File: config.mk
export PLATFORM = sky130hd
export DESIGN_NAME = infix_to_postfix_converter_top_flat
export DESIGN_NICKNAME = d
export VERILOG_FILES = /design/src/rtl/core/i2p_pkg.sv /design/src/rtl/core/i2p_if.sv /design/src/rtl/core/i2p_stack.sv /design/src/rtl/core/i2p_outbuf.sv /design/src/rtl/core/infix_to_postfix_converter_top.sv /design/src/flat_wrapper.sv
export SDC_FILE = /design/constraint.sdc
export NUM_CORES = 1
export LEC_CHECK = 0
export BUFFER_PORTS_ARGS = -buffer_cell sky130_fd_sc_hd__buf_2
export CELL_PAD_IN_SITES_DETAIL_PLACEMENT = 0
export CELL_PAD_IN_SITES_GLOBAL_PLACEMENT = 1
export CORE_AREA = 5 5 189 191
export DETAILED_ROUTE_END_ITERATION = 16
export DIE_AREA = 0 0 194 196
export PLACE_DENSITY = 0.8
export SLEW_MARGIN = 10
export SYNTH_ARGS = -nofsm -noshare
export SYNTH_HDL_FRONTEND = slang
export SYNTH_SLANG_ARGS = --single-unit
File: constraint.sdc
create_clock -name clock -period 5.3 [get_ports clock]
set_input_delay 0.265 -clock clock [delete_from_list [all_inputs] [get_ports clock]]
set_output_delay 0.265 -clock clock [all_outputs]
set_load 0.01 [all_outputs]
File: src/rtl/core/i2p_pkg.sv
package i2p_pkg;

   // input token kinds
   typedef enum logic [2:0] {
      KIND_NUM    = 3'd0,
      KIND_VAR    = 3'd1,
      KIND_FUNC   = 3'd2,
      KIND_COMMA  = 3'd3,
      KIND_OP     = 3'd4,
      KIND_LPAREN = 3'd5,
      KIND_RPAREN = 3'd6,
      KIND_END    = 3'd7
   } kind_type;

   // output token kinds
   localparam logic [2:0] OUT_KIND_FUNC = 3'd2;
   localparam logic [2:0] OUT_KIND_OP   = 3'd3;
   localparam logic [2:0] OUT_KIND_END  = 3'd4;

   // end marker status codes
   localparam logic [2:0] STATUS_OK       = 3'd0;
   localparam logic [2:0] STATUS_COMMA    = 3'd1;
   localparam logic [2:0] STATUS_EMPTY    = 3'd2;
   localparam logic [2:0] STATUS_MISMATCH = 3'd3;
   localparam logic [2:0] STATUS_OVERFLOW = 3'd4;

   // stack entry tag, the payload rides beside it
   typedef struct packed {
      kind_type   kind;
      logic [3:0] prec;
   } tag_type;

   typedef struct packed {
      logic push;
      logic pop;
      logic clear;
   } stk_ctrl_type;

   typedef struct packed {
      logic emit;
      logic finish;
   } obuf_ctrl_type;

   typedef enum logic [2:0] {
      ST_IDLE,
      ST_DISPATCH,
      ST_DECIDE,
      ST_FUNC_WAIT,
      ST_FUNC_DECIDE,
      ST_FINISH
   } state_type;

   function automatic logic [2:0] out_kind_of(input kind_type k);
      logic [2:0] r;
      case (k)
         KIND_OP:   r = OUT_KIND_OP;
         KIND_FUNC: r = OUT_KIND_FUNC;
         default:   r = k;
      endcase
      return r;
   endfunction

endpackage

File: src/rtl/core/i2p_if.sv
interface i2p_req_if #(parameter int PAYLOAD_BITS = 16);
   logic                    valid;
   logic                    ready;
   logic [2:0]              kind;
   logic [PAYLOAD_BITS-1:0] payload;
   logic [3:0]              precedence;
   logic                    right_assoc;

   modport source (output valid, kind, payload, precedence, right_assoc, input ready);
   modport sink   (input valid, kind, payload, precedence, right_assoc, output ready);
endinterface

interface i2p_rsp_if #(parameter int PAYLOAD_BITS = 16);
   logic                    valid;
   logic                    ready;
   logic [2:0]              out_kind;
   logic [PAYLOAD_BITS-1:0] out_payload;
   logic [2:0]              status;
   logic                    last;

   modport source (output valid, out_kind, out_payload, status, last, input ready);
   modport sink   (input valid, out_kind, out_payload, status, last, output ready);
endinterface

File: src/rtl/core/i2p_stack.sv
module i2p_stack import i2p_pkg::*; #(
   parameter int DEPTH        = 16,
   parameter int PAYLOAD_BITS = 16,
   localparam int AW          = $clog2(DEPTH),
   localparam int CW          = $clog2(DEPTH + 1)
) (
   input  logic                    clock,
   input  logic                    reset,
   input  stk_ctrl_type            ctrl,
   input  tag_type                 wr_tag,
   input  logic [PAYLOAD_BITS-1:0] wr_payload,
   output tag_type                 top_tag,
   output logic [PAYLOAD_BITS-1:0] top_payload,
   output logic [CW-1:0]           count,
   output logic                    full,
   output logic                    empty
);

   localparam int EW = $bits(tag_type) + PAYLOAD_BITS;

   logic [EW-1:0] mem [DEPTH];
   logic [EW-1:0] rd_ff;
   logic [CW-1:0] count_ff;
   logic [CW-1:0] count_in;
   logic [CW-1:0] top_idx;
   logic [AW-1:0] top_addr;
   logic [AW-1:0] wr_addr;

   assign full     = (count_ff == CW'(DEPTH));
   assign empty    = (count_ff == '0);
   assign top_idx  = count_ff - CW'(1);
   assign top_addr = top_idx[AW-1:0];
   assign wr_addr  = count_ff[AW-1:0];

   always_comb begin
      count_in = count_ff;
      if (ctrl.clear) begin
         count_in = '0;
      end else if (ctrl.push && !full) begin
         count_in = count_ff + CW'(1);
      end else if (ctrl.pop && !empty) begin
         count_in = count_ff - CW'(1);
      end
   end

   always_ff @(posedge clock) begin
      if (reset) begin
         count_ff <= '0;
      end else begin
         count_ff <= count_in;
      end
   end

   // top of stack read is registered, valid in the cycle after the count settles
   always_ff @(posedge clock) begin
      if (ctrl.push && !full && !ctrl.clear) begin
         mem[wr_addr] <= {wr_tag, wr_payload};
      end
      if (!empty) begin
         rd_ff <= mem[top_addr];
      end
   end

   assign top_tag     = rd_ff[EW-1:PAYLOAD_BITS];
   assign top_payload = rd_ff[PAYLOAD_BITS-1:0];
   assign count       = count_ff;

endmodule

File: src/rtl/core/i2p_outbuf.sv
module i2p_outbuf import i2p_pkg::*; #(
   parameter int PAYLOAD_BITS = 16
) (
   input  logic                    clock,
   input  logic                    reset,
   input  obuf_ctrl_type           ctrl,
   input  logic [2:0]              item_kind,
   input  logic [PAYLOAD_BITS-1:0] item_payload,
   input  logic [2:0]              item_status,
   output logic                    slot_ok,
   output logic                    pend_valid,
   i2p_rsp_if.source               rsp_chan
);

   // one pending result held back until it is known whether it is the last
   logic                    pend_valid_ff;
   logic                    pend_valid_in;
   logic [2:0]              pend_kind_ff;
   logic [PAYLOAD_BITS-1:0] pend_payload_ff;
   logic [2:0]              pend_status_ff;

   logic                    out_valid_ff;
   logic                    out_valid_in;
   logic [2:0]              out_kind_ff;
   logic [PAYLOAD_BITS-1:0] out_payload_ff;
   logic [2:0]              out_status_ff;
   logic                    out_last_ff;

   logic                    out_free;
   logic                    load_out;

   always_comb begin
      out_free      = !out_valid_ff || rsp_chan.ready;
      slot_ok       = !pend_valid_ff || out_free;
      load_out      = pend_valid_ff && out_free && (ctrl.emit || ctrl.finish);
      out_valid_in  = load_out || (out_valid_ff && !rsp_chan.ready);
      pend_valid_in = ctrl.emit || (pend_valid_ff && !load_out);
   end

   always_ff @(posedge clock) begin
      if (reset) begin
         pend_valid_ff <= 1'b0;
         out_valid_ff  <= 1'b0;
      end else begin
         pend_valid_ff <= pend_valid_in;
         out_valid_ff  <= out_valid_in;
      end
   end

   always_ff @(posedge clock) begin
      if (load_out) begin
         out_kind_ff    <= pend_kind_ff;
         out_payload_ff <= pend_payload_ff;
         out_status_ff  <= pend_status_ff;
         out_last_ff    <= ctrl.finish;
      end
      if (ctrl.emit) begin
         pend_kind_ff    <= item_kind;
         pend_payload_ff <= item_payload;
         pend_status_ff  <= item_status;
      end
   end

   assign pend_valid           = pend_valid_ff;
   assign rsp_chan.valid       = out_valid_ff;
   assign rsp_chan.out_kind    = out_kind_ff;
   assign rsp_chan.out_payload = out_payload_ff;
   assign rsp_chan.status      = out_status_ff;
   assign rsp_chan.last        = out_last_ff;

endmodule

File: src/rtl/core/infix_to_postfix_converter_top.sv
// channel   | direction | transaction contents
// ----------+-----------+--------------------------------------------------
// req_chan  | in        | kind, payload, precedence, right_assoc (one token)
// rsp_chan  | out       | out_kind, out_payload, status, last (one token)
//
// a token passes idle, dispatch and finish; each token the pop loop emits adds
// a decide and a dispatch, a stop on a nonempty stack adds a decide, and a right
// paren dropping its left paren over other entries adds a func wait and decide
// the stack top read is registered, so each loop pass is a dispatch and a decide
// reset (synchronous, active high) empties the stack and clears the error latch
// a stalled rsp_chan holds the sequencer once result slot and pending are full
module infix_to_postfix_converter_top import i2p_pkg::*; #(
   parameter int STACK_DEPTH  = 16,
   parameter int PAYLOAD_BITS = 16
) (
   input  logic      clock,
   input  logic      reset,
   i2p_req_if.sink   req_chan,
   i2p_rsp_if.source rsp_chan
);

   localparam int CW = $clog2(STACK_DEPTH + 1);

   state_type state_ff;
   state_type state_in;

   // latched token
   kind_type                tok_kind_ff;
   logic [PAYLOAD_BITS-1:0] tok_payload_ff;
   logic [3:0]              tok_prec_ff;
   logic                    tok_rassoc_ff;

   // first look at the stack for a right parenthesis (empty parens check)
   logic first_ff;
   logic first_in;

   // first error of the current expression
   logic [2:0] err_ff;
   logic [2:0] err_in;

   logic accept;

   stk_ctrl_type            stk_ctrl;
   tag_type                 top_tag;
   logic [PAYLOAD_BITS-1:0] top_payload;
   logic [CW-1:0]           stk_count;
   logic                    stk_full;
   logic                    stk_empty;

   obuf_ctrl_type           ob_ctrl;
   logic [2:0]              item_kind;
   logic [PAYLOAD_BITS-1:0] item_payload;
   logic [2:0]              item_status;
   logic                    slot_ok;
   logic                    pend_valid;

   logic top_is_lparen;
   logic pops_op;

   assign req_chan.ready = (state_ff == ST_IDLE);
   assign accept         = req_chan.valid && req_chan.ready;
   assign top_is_lparen  = (top_tag.kind == KIND_LPAREN);

   // shared precedence compare: the stacked operator goes out first if it
   // binds tighter, or equally when the incoming one is left-associative
   assign pops_op = (top_tag.kind == KIND_OP) &&
                    ((top_tag.prec > tok_prec_ff) ||
                     ((top_tag.prec == tok_prec_ff) && !tok_rassoc_ff));

   i2p_stack #(
      .DEPTH        (STACK_DEPTH),
      .PAYLOAD_BITS (PAYLOAD_BITS)
   ) u_stack (
      .clock       (clock),
      .reset       (reset),
      .ctrl        (stk_ctrl),
      .wr_tag      ({tok_kind_ff, tok_prec_ff}),
      .wr_payload  (tok_payload_ff),
      .top_tag     (top_tag),
      .top_payload (top_payload),
      .count       (stk_count),
      .full        (stk_full),
      .empty       (stk_empty)
   );

   i2p_outbuf #(
      .PAYLOAD_BITS (PAYLOAD_BITS)
   ) u_outbuf (
      .clock        (clock),
      .reset        (reset),
      .ctrl         (ob_ctrl),
      .item_kind    (item_kind),
      .item_payload (item_payload),
      .item_status  (item_status),
      .slot_ok      (slot_ok),
      .pend_valid   (pend_valid),
      .rsp_chan     (rsp_chan)
   );

   // next state
   always_comb begin
      state_in = state_ff;
      case (state_ff)
         ST_IDLE: begin
            if (accept) begin
               state_in = ST_DISPATCH;
            end
         end
         ST_DISPATCH: begin
            if (slot_ok) begin
               if (tok_kind_ff == KIND_END) begin
                  state_in = (err_ff != STATUS_OK || stk_empty) ? ST_FINISH : ST_DECIDE;
               end else if (err_ff != STATUS_OK) begin
                  state_in = ST_FINISH;
               end else begin
                  case (tok_kind_ff)
                     KIND_COMMA, KIND_OP, KIND_RPAREN: begin
                        state_in = stk_empty ? ST_FINISH : ST_DECIDE;
                     end
                     default: state_in = ST_FINISH;
                  endcase
               end
            end
         end
         ST_DECIDE: begin
            if (slot_ok) begin
               case (tok_kind_ff)
                  KIND_END, KIND_COMMA: begin
                     state_in = top_is_lparen ? ST_FINISH : ST_DISPATCH;
                  end
                  KIND_OP: begin
                     state_in = pops_op ? ST_DISPATCH : ST_FINISH;
                  end
                  KIND_RPAREN: begin
                     if (!top_is_lparen) begin
                        state_in = ST_DISPATCH;
                     end else if (first_ff || stk_count == CW'(1)) begin
                        state_in = ST_FINISH;
                     end else begin
                        state_in = ST_FUNC_WAIT;
                     end
                  end
                  default: state_in = ST_FINISH;
               endcase
            end
         end
         ST_FUNC_WAIT: begin
            state_in = ST_FUNC_DECIDE;
         end
         ST_FUNC_DECIDE: begin
            if (slot_ok) begin
               state_in = ST_FINISH;
            end
         end
         ST_FINISH: begin
            if (slot_ok) begin
               state_in = ST_IDLE;
            end
         end
         default: state_in = ST_IDLE;
      endcase
   end

   // outputs: stack control, result emission, error latch
   always_comb begin
      stk_ctrl     = '0;
      ob_ctrl      = '0;
      item_kind    = out_kind_of(top_tag.kind);
      item_payload = top_payload;
      item_status  = STATUS_OK;
      err_in       = err_ff;
      first_in     = first_ff;
      case (state_ff)
         ST_IDLE: begin
            if (accept) begin
               first_in = 1'b1;
            end
         end
         ST_DISPATCH: begin
            if (slot_ok) begin
               if (tok_kind_ff == KIND_END) begin
                  if (err_ff != STATUS_OK || stk_empty) begin
                     // end marker carries the latched status
                     ob_ctrl.emit   = 1'b1;
                     item_kind      = OUT_KIND_END;
                     item_payload   = '0;
                     item_status    = err_ff;
                     stk_ctrl.clear = 1'b1;
                     err_in         = STATUS_OK;
                  end
               end else if (err_ff == STATUS_OK) begin
                  case (tok_kind_ff)
                     KIND_NUM, KIND_VAR: begin
                        // operands pass straight through
                        ob_ctrl.emit = 1'b1;
                        item_kind    = out_kind_of(tok_kind_ff);
                        item_payload = tok_payload_ff;
                     end
                     KIND_FUNC, KIND_LPAREN: begin
                        if (stk_full) begin
                           err_in = STATUS_OVERFLOW;
                        end else begin
                           stk_ctrl.push = 1'b1;
                        end
                     end
                     KIND_COMMA: begin
                        if (stk_empty) begin
                           err_in = STATUS_COMMA;
                        end
                     end
                     KIND_OP: begin
                        if (stk_empty) begin
                           stk_ctrl.push = 1'b1;
                        end
                     end
                     KIND_RPAREN: begin
                        if (stk_empty) begin
                           err_in = STATUS_MISMATCH;
                        end
                     end
                     default: ;
                  endcase
               end
            end
         end
         ST_DECIDE: begin
            if (slot_ok) begin
               case (tok_kind_ff)
                  KIND_END: begin
                     if (top_is_lparen) begin
                        // unclosed left parenthesis found while flushing
                        ob_ctrl.emit   = 1'b1;
                        item_kind      = OUT_KIND_END;
                        item_payload   = '0;
                        item_status    = STATUS_MISMATCH;
                        stk_ctrl.clear = 1'b1;
                        err_in         = STATUS_OK;
                     end else begin
                        stk_ctrl.pop = 1'b1;
                        ob_ctrl.emit = 1'b1;
                     end
                  end
                  KIND_COMMA: begin
                     if (!top_is_lparen) begin
                        stk_ctrl.pop = 1'b1;
                        ob_ctrl.emit = 1'b1;
                     end
                  end
                  KIND_OP: begin
                     if (pops_op) begin
                        stk_ctrl.pop = 1'b1;
                        ob_ctrl.emit = 1'b1;
                     end else if (stk_full) begin
                        err_in = STATUS_OVERFLOW;
                     end else begin
                        stk_ctrl.push = 1'b1;
                     end
                  end
                  KIND_RPAREN: begin
                     if (!top_is_lparen) begin
                        stk_ctrl.pop = 1'b1;
                        ob_ctrl.emit = 1'b1;
                        first_in     = 1'b0;
                     end else if (first_ff) begin
                        err_in = STATUS_EMPTY;
                     end else begin
                        // drop the matching left parenthesis
                        stk_ctrl.pop = 1'b1;
                     end
                  end
                  default: ;
               endcase
            end
         end
         ST_FUNC_DECIDE: begin
            if (slot_ok && top_tag.kind == KIND_FUNC) begin
               stk_ctrl.pop = 1'b1;
               ob_ctrl.emit = 1'b1;
            end
         end
         ST_FINISH: begin
            ob_ctrl.finish = 1'b1;
         end
         default: ;
      endcase
   end

   always_ff @(posedge clock) begin
      if (reset) begin
         state_ff <= ST_IDLE;
         err_ff   <= STATUS_OK;
         first_ff <= 1'b0;
      end else begin
         state_ff <= state_in;
         err_ff   <= err_in;
         first_ff <= first_in;
      end
   end

   always_ff @(posedge clock) begin
      if (accept) begin
         tok_kind_ff    <= kind_type'(req_chan.kind);
         tok_payload_ff <= req_chan.payload;
         tok_prec_ff    <= req_chan.precedence;
         tok_rassoc_ff  <= req_chan.right_assoc;
      end
   end

   // no result of the previous token may still be held back once a new one is taken
   a_idle_no_pending: assert property (@(posedge clock) disable iff (reset)
      req_chan.ready |-> !pend_valid)
      else $error("pending result left behind at idle");

   a_count_bound: assert property (@(posedge clock) disable iff (reset)
      stk_count <= CW'(STACK_DEPTH))
      else $error("stack count beyond depth");

   a_status_only_on_end: assert property (@(posedge clock) disable iff (reset)
      (rsp_chan.valid && rsp_chan.out_kind != OUT_KIND_END) |-> rsp_chan.status == STATUS_OK)
      else $error("status set on a non end token");

   a_end_is_last: assert property (@(posedge clock) disable iff (reset)
      (rsp_chan.valid && rsp_chan.out_kind == OUT_KIND_END) |-> rsp_chan.last)
      else $error("end marker not flagged last");

   a_end_clears: assert property (@(posedge clock) disable iff (reset)
      (state_ff == ST_FINISH && state_in == ST_IDLE && tok_kind_ff == KIND_END)
      |=> (err_ff == STATUS_OK && stk_empty))
      else $error("end token left state behind");

endmodule
File: src/flat_wrapper.sv
// flat-port wrapper written by rule: the top's interface ports become plain ports
module infix_to_postfix_converter_top_flat import i2p_pkg::*;
#(
   parameter int STACK_DEPTH  = 16,
   parameter int PAYLOAD_BITS = 16
)
  (clock, reset, req_chan_valid, req_chan_kind, req_chan_payload, req_chan_precedence, req_chan_right_assoc, req_chan_ready, rsp_chan_valid, rsp_chan_out_kind, rsp_chan_out_payload, rsp_chan_status, rsp_chan_last, rsp_chan_ready);
  i2p_req_if #(.PAYLOAD_BITS(PAYLOAD_BITS)) req_chan_i ();
  i2p_rsp_if #(.PAYLOAD_BITS(PAYLOAD_BITS)) rsp_chan_i ();
  input  logic clock;
  input  logic reset;
  input wire logic [$bits(req_chan_i.valid)-1:0] req_chan_valid;
  input wire logic [$bits(req_chan_i.kind)-1:0] req_chan_kind;
  input wire logic [$bits(req_chan_i.payload)-1:0] req_chan_payload;
  input wire logic [$bits(req_chan_i.precedence)-1:0] req_chan_precedence;
  input wire logic [$bits(req_chan_i.right_assoc)-1:0] req_chan_right_assoc;
  output wire logic [$bits(req_chan_i.ready)-1:0] req_chan_ready;
  output wire logic [$bits(rsp_chan_i.valid)-1:0] rsp_chan_valid;
  output wire logic [$bits(rsp_chan_i.out_kind)-1:0] rsp_chan_out_kind;
  output wire logic [$bits(rsp_chan_i.out_payload)-1:0] rsp_chan_out_payload;
  output wire logic [$bits(rsp_chan_i.status)-1:0] rsp_chan_status;
  output wire logic [$bits(rsp_chan_i.last)-1:0] rsp_chan_last;
  input wire logic [$bits(rsp_chan_i.ready)-1:0] rsp_chan_ready;
  assign req_chan_i.valid = req_chan_valid;
  assign req_chan_i.kind = req_chan_kind;
  assign req_chan_i.payload = req_chan_payload;
  assign req_chan_i.precedence = req_chan_precedence;
  assign req_chan_i.right_assoc = req_chan_right_assoc;
  assign req_chan_ready = req_chan_i.ready;
  assign rsp_chan_valid = rsp_chan_i.valid;
  assign rsp_chan_out_kind = rsp_chan_i.out_kind;
  assign rsp_chan_out_payload = rsp_chan_i.out_payload;
  assign rsp_chan_status = rsp_chan_i.status;
  assign rsp_chan_last = rsp_chan_i.last;
  assign rsp_chan_i.ready = rsp_chan_ready;
  infix_to_postfix_converter_top #(.STACK_DEPTH(STACK_DEPTH), .PAYLOAD_BITS(PAYLOAD_BITS)) u_core (.clock(clock), .reset(reset), .req_chan(req_chan_i), .rsp_chan(rsp_chan_i));
endmodule
==> flow_metrics.py, run 1 <==
metrics = {
    "synthesis": {
        "synthFlopType": "edfxtp_1",
        "syn_nets": 900,
        "synth_area_sq_mm": 0.0184,
        "synth.distinct_cells": 60,
        "synthCells": 863,
        "async_flop_share_pct": 0,
        "synth-edff-count": 460,
        "synth_area_leaders": "edfxtp_1 75%, mux4_2 14%, dfxtp_1 1.5%",
        "synth.avg_cell_area_sq_um": 21.3,
        "yosys_warnings": 0,
        "synth-seq-cells": 474,
        "synth_area_leader_cell": "edfxtp_1",
        "yosysSeqAreaShare_pct": 76.7,
        "yosysTopAreaCellShare_pct": 75.2,
    },
    "layout": {
        "utilization_pct": 61.7,
        "multi_input_area_sq_mm": 0.00407,
        "nNetsFinal": 1011,
        "n_antenna_cell": 0,
        "area_growth_pct": 14.0,
        "fillCellCount": 2314,
        "seqCellArea_sq_mm": 0.0141,
        "layout_common_cells": "460 x edfxtp_1, 115 x mux4_2, 52 x buf_2",
        "drive_above_1_share_pct": 27.3,
        "final_common_cell": "edfxtp_1",
    },
    "critical_path": {
        "path_depth": 7,
        "rr_startpoint": "u_core.tok_kind_ff[0]$_DFFE_PP_",
        "critPathTopFamily": "simple AND/OR/NAND/NOR gates",
        "cp.arrival_ns": 3.97,
        "cp-end-kind": "flop",
        "reg2reg_depth": 7,
        "crit_path_max_incr_delay_ns": 0.81,
        "required_ns": 5.52,
        "crit_type": "flop to flop",
        "crit_slowest_cell": "edfxtp_1",
        "startpoint_type": "flop",
        "startpoint": "u_core.tok_kind_ff[0]$_DFFE_PP_",
        "worstPathCellList": "nor3b_1, and2_1, and3_1, a22oi_2, nor3b_1, and2_1, buf_4",
        "path_buf_inv": 1,
        "critPathMaxFanout": 32,
    },
    "routing": {
        "avgRoutedWirePerCell_um": 26.9,
        "drc": 0,
        "first_pass_iters": 5,
        "wl_um": 39300,
        "vias": 8912,
        "postRouteAntennaNets": 0,
        "post_drt_via_cell_ratio": 6.09,
        "drt_iter0_drc": 1023,
    },
    "clock_network": {
        "cts-resized-gates": 0,
        "cts_setup_buffers": 0,
        "cts_sinks": 474,
        "cts.clk_slew.worst_paths_ns": 0.06,
        "cts_tree": "built",
        "htree_num_levels": 2,
        "insertion_delay_ns": 0.55,
        "clockBufferDepth": 3,
        "root_buffer": "clkbuf_16",
        "cts_hold_buf": 24,
        "cts_buffers": 46,
    },
    "timing": {
        "setup_tns_ns": 0,
        "holdWs_ns": 0.0606,
        "maxSlewViolCount": 0,
        "setup_viol": 0,
        "tightestPinTransition_ns": 1.14,
        "final-hold-violation-count": 0,
        "rsz0062_at_grt": "no",
        "maxSlewHeadroom_pct": 23.9,
        "fin_crit_sh_pct": 70.7,
        "finalClockSkew_ns": 0.0139,
        "layout_setup_ws_ns": 1.55,
        "fmax_mhz": 267,
        "min_period_ns": 3.75,
    },
    "min_path": {
        "hold_start": "reset",
        "hold_path.class": "input pin to flop",
        "min_path_cells": 2,
    },
    "floorplanning": {
        "die_x_um": 194,
        "rows": 68,
        "floorplan.die_area_sq_mm": 0.0380,
        "core_region_area_sq_mm": 0.0339,
        "die_y_um": 196,
        "ios": 53,
        "start_util_pct": 54.1,
    },
    "global_route": {
        "grt_pass1_wl_um": 58900,
        "antenna_found_initial": 1,
        "grt_overflow": 0,
        "grt_max_degree": 50,
        "track_usage_pct": 20.7,
        "grt_pass1_vias": 9089,
    },
    "job": {
        "cap_violations": 0,
    },
    "power_and_ir_drop": {
        "p_leak_nw": 6.63,
        "power_density_mw_per_mm2": 384,
        "vdd_drop_max_mv": 0.299,
    },
    "placement": {
        "dp_slack_ns": 1.60,
        "gp_congestion": 0.807,
        "post-dp-hpwl_um": 21600,
        "io_buffers": 52,
    },
    "run_status": {
        "outcome": "completed",
    },
}
==> final timing paths <==
path | endpoint | slack, ns
worst max-delay path | u_core.u_stack.mem[4][12]$_DFFE_PP_ | 1.55
worst min-delay path | u_core.state_ff[0]$_SDFFE_PP0P_ | 0.06
worst max register to register | u_core.u_stack.mem[4][12]$_DFFE_PP_ | 1.55
worst min register to register | u_core.u_outbuf.rsp_chan.status[1]$_DFFE_PP_ | 0.42
==> through the flow <==
| stage | std cells | total power [mW] | area (sq um) |
|---|---|---|---|
| floorplan | 863 | 4.77 | 18400 |
| global placement | 1357 | 4.94 | 19300 |
| detailed placement | 1357 | 4.96 | 19300 |
| CTS | 1464 | 8.12 | 20900 |
| global route | 1464 | 8.32 | 20900 |
| finish | 1464 | 8.04 | 20900 |
==> worst register-to-register path, delay by kind of cell, from the launching register on <==
family | cells | cell delay [ns]
simple gates | 5 | 2.09
flops | 1 | 0.81
buf+inv | 1 | 0.41
compound gates | 1 | 0.12
==> flip-flops by register name (all words and copies together), names as in the netlist <==
register	count
u_core.u_stack.mem	368
u_core.u_stack.rd_ff	23
u_core.tok_payload_ff	16
u_core.u_outbuf.pend_payload_ff	16
u_core.u_outbuf.rsp_chan.out_payload	16
u_core.u_stack.count	5
u_core.tok_prec_ff	4
u_core.err_ff	3
u_core.state_ff	3
u_core.tok_kind_ff	3
u_core.u_outbuf.pend_kind_ff	3
u_core.u_outbuf.pend_status_ff	3
u_core.u_outbuf.rsp_chan.out_kind	3
u_core.u_outbuf.rsp_chan.status	3
u_core.first_ff	1
u_core.tok_rassoc_ff	1
u_core.u_outbuf.pend_valid	1
u_core.u_outbuf.rsp_chan.last	1
u_core.u_outbuf.rsp_chan.valid	1
==> synthesized netlist by cell type, types with 5 or more instances <==
cell type / count
buf_2: 14
edfxtp_1: 460
dfxtp_1: 14
a21oi_1: 15
a31oi_1: 5
o21ai_0: 10
a22o_1: 17
inv_1: 15
clkbuf_1: 24
mux4_2: 115
and2_1: 15
ha_1: 9
nor2b_1: 5
nand3_1: 6
nand2_1: 25
nor2_1: 20
and3_1: 7
nor3b_1: 5
nand2b_1: 8
nor3_1: 14
==> routing by layer <==
metal / global-route usage (%) / share of wire (%)
met1: 29.2 / 40
met2: 34.4 / 50
met3: 3.37 / 6.7
met4: 5.60 / 2.5
met5: 0 / 0.033
==> where the power goes <==
part           total [mW]  switching [mW]  internal, mW
combinational       0.568           0.298         0.270
sequential           4.32          0.0946          4.23
clock                3.15            1.32          1.83
==> layout make-up <==
| class | instances | share of cell area, % |
|---|---|---|
| repair buffers | 103 | 3.36 |
| inverters | 15 | 0.269 |
| clock inverters | 20 | 1.02 |
| multi-input cells | 334 | 19.4 |
| flip-flops and latches | 474 | 67.3 |
| clock buffers | 63 | 5.90 |
| well taps | 455 | 2.72 |
==> cell families after synthesis <==
kind of cell | share of synthesized area, %
DFF | 76.7
and+or+nand+nor | 3.82
muxes | 14.2
AOI/OAI and AO/OA | 3.08
buffers and inverters | 1.30
adders and majority gates | 0.613
xor gates and xnor gates | 0.238
Power figures use the tool's default switching activity.
==> run 2, diff against run 1 <==
==> constraint.sdc (replaced) <==
create_clock -name clock -period 3.6 [get_ports clock]
set_input_delay 0.18 -clock clock [delete_from_list [all_inputs] [get_ports clock]]
set_output_delay 0.18 -clock clock [all_outputs]
set_load 0.01 [all_outputs]
==> run 2 against run 1 <==
  * Critical path depth rose by 1
  * Final cell count is 1.4% higher
  * Critical endpoint is now u_core.u_stack.mem[9][0]$_DFFE_PP_
  * Maximum frequency rose by 19%
==> flow_metrics.py, run 2 (same netlist as run 1, synthesis figures left out) <==
metrics = {
    "run_status": {
        "outcome": "completed",
    },
    "min_path": {
        "hold_path.class": "input pin to flop",
    },
    "floorplanning": {
        "ios": 53,
        "floorplan.die_area_sq_mm": 0.0380,
        "die_x_um": 194,
        "start_util_pct": 54.1,
        "die_y_um": 196,
        "core_region_area_sq_mm": 0.0339,
        "rows": 68,
    },
    "critical_path": {
        "cp_common_cell": "and2_1",
        "cp-end-kind": "flop",
        "crit_type": "flop to flop",
        "r2r_slack_ns": 0.46,
        "crit_slowest_cell": "and2_1",
        "startpoint_type": "flop",
        "crit_path_max_incr_delay_ns": 0.98,
        "required_ns": 3.75,
        "worstPathCellList": "inv_1, ha_4, nand4bb_1, and2_1, and3_1, a22oi_2, nor3b_1, and2_1",
        "cp.arrival_ns": 3.30,
        "critPathMaxFanout": 23,
    },
    "timing": {
        "final-hold-violation-count": 0,
        "finalClockSkew_ns": 0.0146,
        "maxSlewHeadroom_pct": 20.9,
        "holdWs_ns": 0.0318,
        "maxSlewViolCount": 0,
        "tightestPinTransition_ns": 1.19,
        "rsz0062_at_grt": "no",
        "setup_viol": 0,
        "min_period_ns": 3.14,
        "fmax_mhz": 318,
        "setup_tns_ns": 0,
        "fin_crit_sh_pct": 87.3,
        "layout_setup_ws_ns": 0.456,
    },
    "job": {
        "cap_violations": 0,
    },
    "power_and_ir_drop": {
        "power_density_mw_per_mm2": 557,
        "finalPower_mw": 11.8,
        "p_leak_nw": 6.76,
        "vdd_drop_max_mv": 0.429,
    },
    "layout": {
        "drive_above_1_share_pct": 28.6,
        "largestRegisters": "u_core.u_stack.mem (368), u_core.u_stack.rd_ff (23)",
        "stdcell_area_sq_mm": 0.0212,
        "n_antenna_cell": 0,
        "nNetsFinal": 1032,
        "layout_common_cells": "460 x edfxtp_1, 115 x mux4_2, 52 x buf_2",
        "area_growth_pct": 15.3,
        "largest_register_ff_count": 368,
        "multi_input_area_sq_mm": 0.00408,
        "top_register": "u_core.u_stack.mem",
        "final_cells": 1485,
        "fillCellCount": 2335,
        "utilization_pct": 62.4,
        "final_common_cell": "edfxtp_1",
        "seqCellArea_sq_mm": 0.0141,
    },
    "placement": {
        "dp.cells": 1377,
        "placed_area_sq_mm": 0.0195,
        "io_buffers": 52,
        "gp_congestion": 0.884,
        "dp_slack_ns": 0.437,
        "post-dp-hpwl_um": 22000,
    },
    "routing": {
        "drt_iter0_drc": 800,
        "post_drt_via_cell_ratio": 6.01,
        "vias": 8919,
        "first_pass_iters": 5,
        "drc": 0,
        "postRouteAntennaNets": 0,
        "avgRoutedWirePerCell_um": 25.7,
        "wl_um": 38100,
    },
    "clock_network": {
        "cts_buffers": 46,
        "cts-resized-gates": 0,
        "root_buffer": "clkbuf_16",
        "htree_num_levels": 2,
        "cts_tree": "built",
        "cts.clk_slew.worst_paths_ns": 0.06,
        "clockBufferDepth": 3,
        "cts_sinks": 474,
        "insertion_delay_ns": 0.55,
    },
    "global_route": {
        "track_usage_pct": 20.1,
        "grt_pass1_vias": 9125,
        "antenna_found_initial": 0,
        "grt_pass1_wl_um": 57800,
        "grt_overflow": 0,
        "grt_max_degree": 97,
    },
}
[run 2: cell types whose count changed in the layout (fill, tap and decap cells not counted), sizes merged]
cell         delta
buf            +20
bufinv          -1
clkbuf          -5
clkinv          +6
dlygate4sd3     +1
[run 2: report_power, final]
part	total (mW)	internal [mW]	switching [mW]	leakage [nW]
Combinational	0.914	0.427	0.486	1.79
Sequential	6.33	6.22	0.109	4.27
Clock	4.55	2.61	1.94	0.695
Total	11.8	9.26	2.54	6.76
[run 2: worst paths after layout]
path	from	end	cells after the start
setup / recovery	u_core.u_stack.count[1]$_SDFFE_PP0P_	u_core.u_stack.mem[9][0]$_DFFE_PP_	8
hold / removal	rsp_chan_ready	u_core.u_outbuf.rsp_chan.valid$_SDFF_PP0_	3
setup reg to reg	u_core.u_stack.count[1]$_SDFFE_PP0P_	u_core.u_stack.mem[9][0]$_DFFE_PP_	8
hold reg to reg	u_core.u_outbuf.pend_payload_ff[4]$_DFFE_PP_	u_core.u_outbuf.rsp_chan.out_payload[4]$_DFFE_PP_	0
[run 2: cell type report]
type | instances | area share [%]
Clock buffer | 58 | 5.75
Clock inverter | 25 | 0.975
Timing Repair Buffer | 124 | 4.49
Tap cell | 455 | 2.69
Multi-Input combinational cell | 334 | 19.3
Inverter | 15 | 0.266
Sequential cell | 474 | 66.6
[run 2: critical path, delay by kind of cell, from the launching register on]
family | cells | cell delay, ns
fa+ha+maj | 1 | 0.20
compound gates | 1 | 0.07
simple gates | 5 | 1.93
flops | 1 | 0.41
buf+inv | 1 | 0.13
[run 2: timing repair]
item / CTS / global route
hold buffers: 25 / 0
endpoints found under the hold margin: 31 / 0
setup buffers: 0 / 0
[run 2: layer usage]
| layer | part of all wire, % | wire, um | track usage [%] | vias to the layer above |
|---|---|---|---|---|
| met5 | 0 | 0 | 0 | - |
| met4 | 1.9 | 718 | 4.61 | 0 |
| met3 | 6.1 | 2310 | 3.35 | 53 |
| met2 | 49 | 18800 | 32.4 | 307 |
| met1 | 43 | 16300 | 29.5 | 4701 |
| li1 | - | - | - | 3858 |
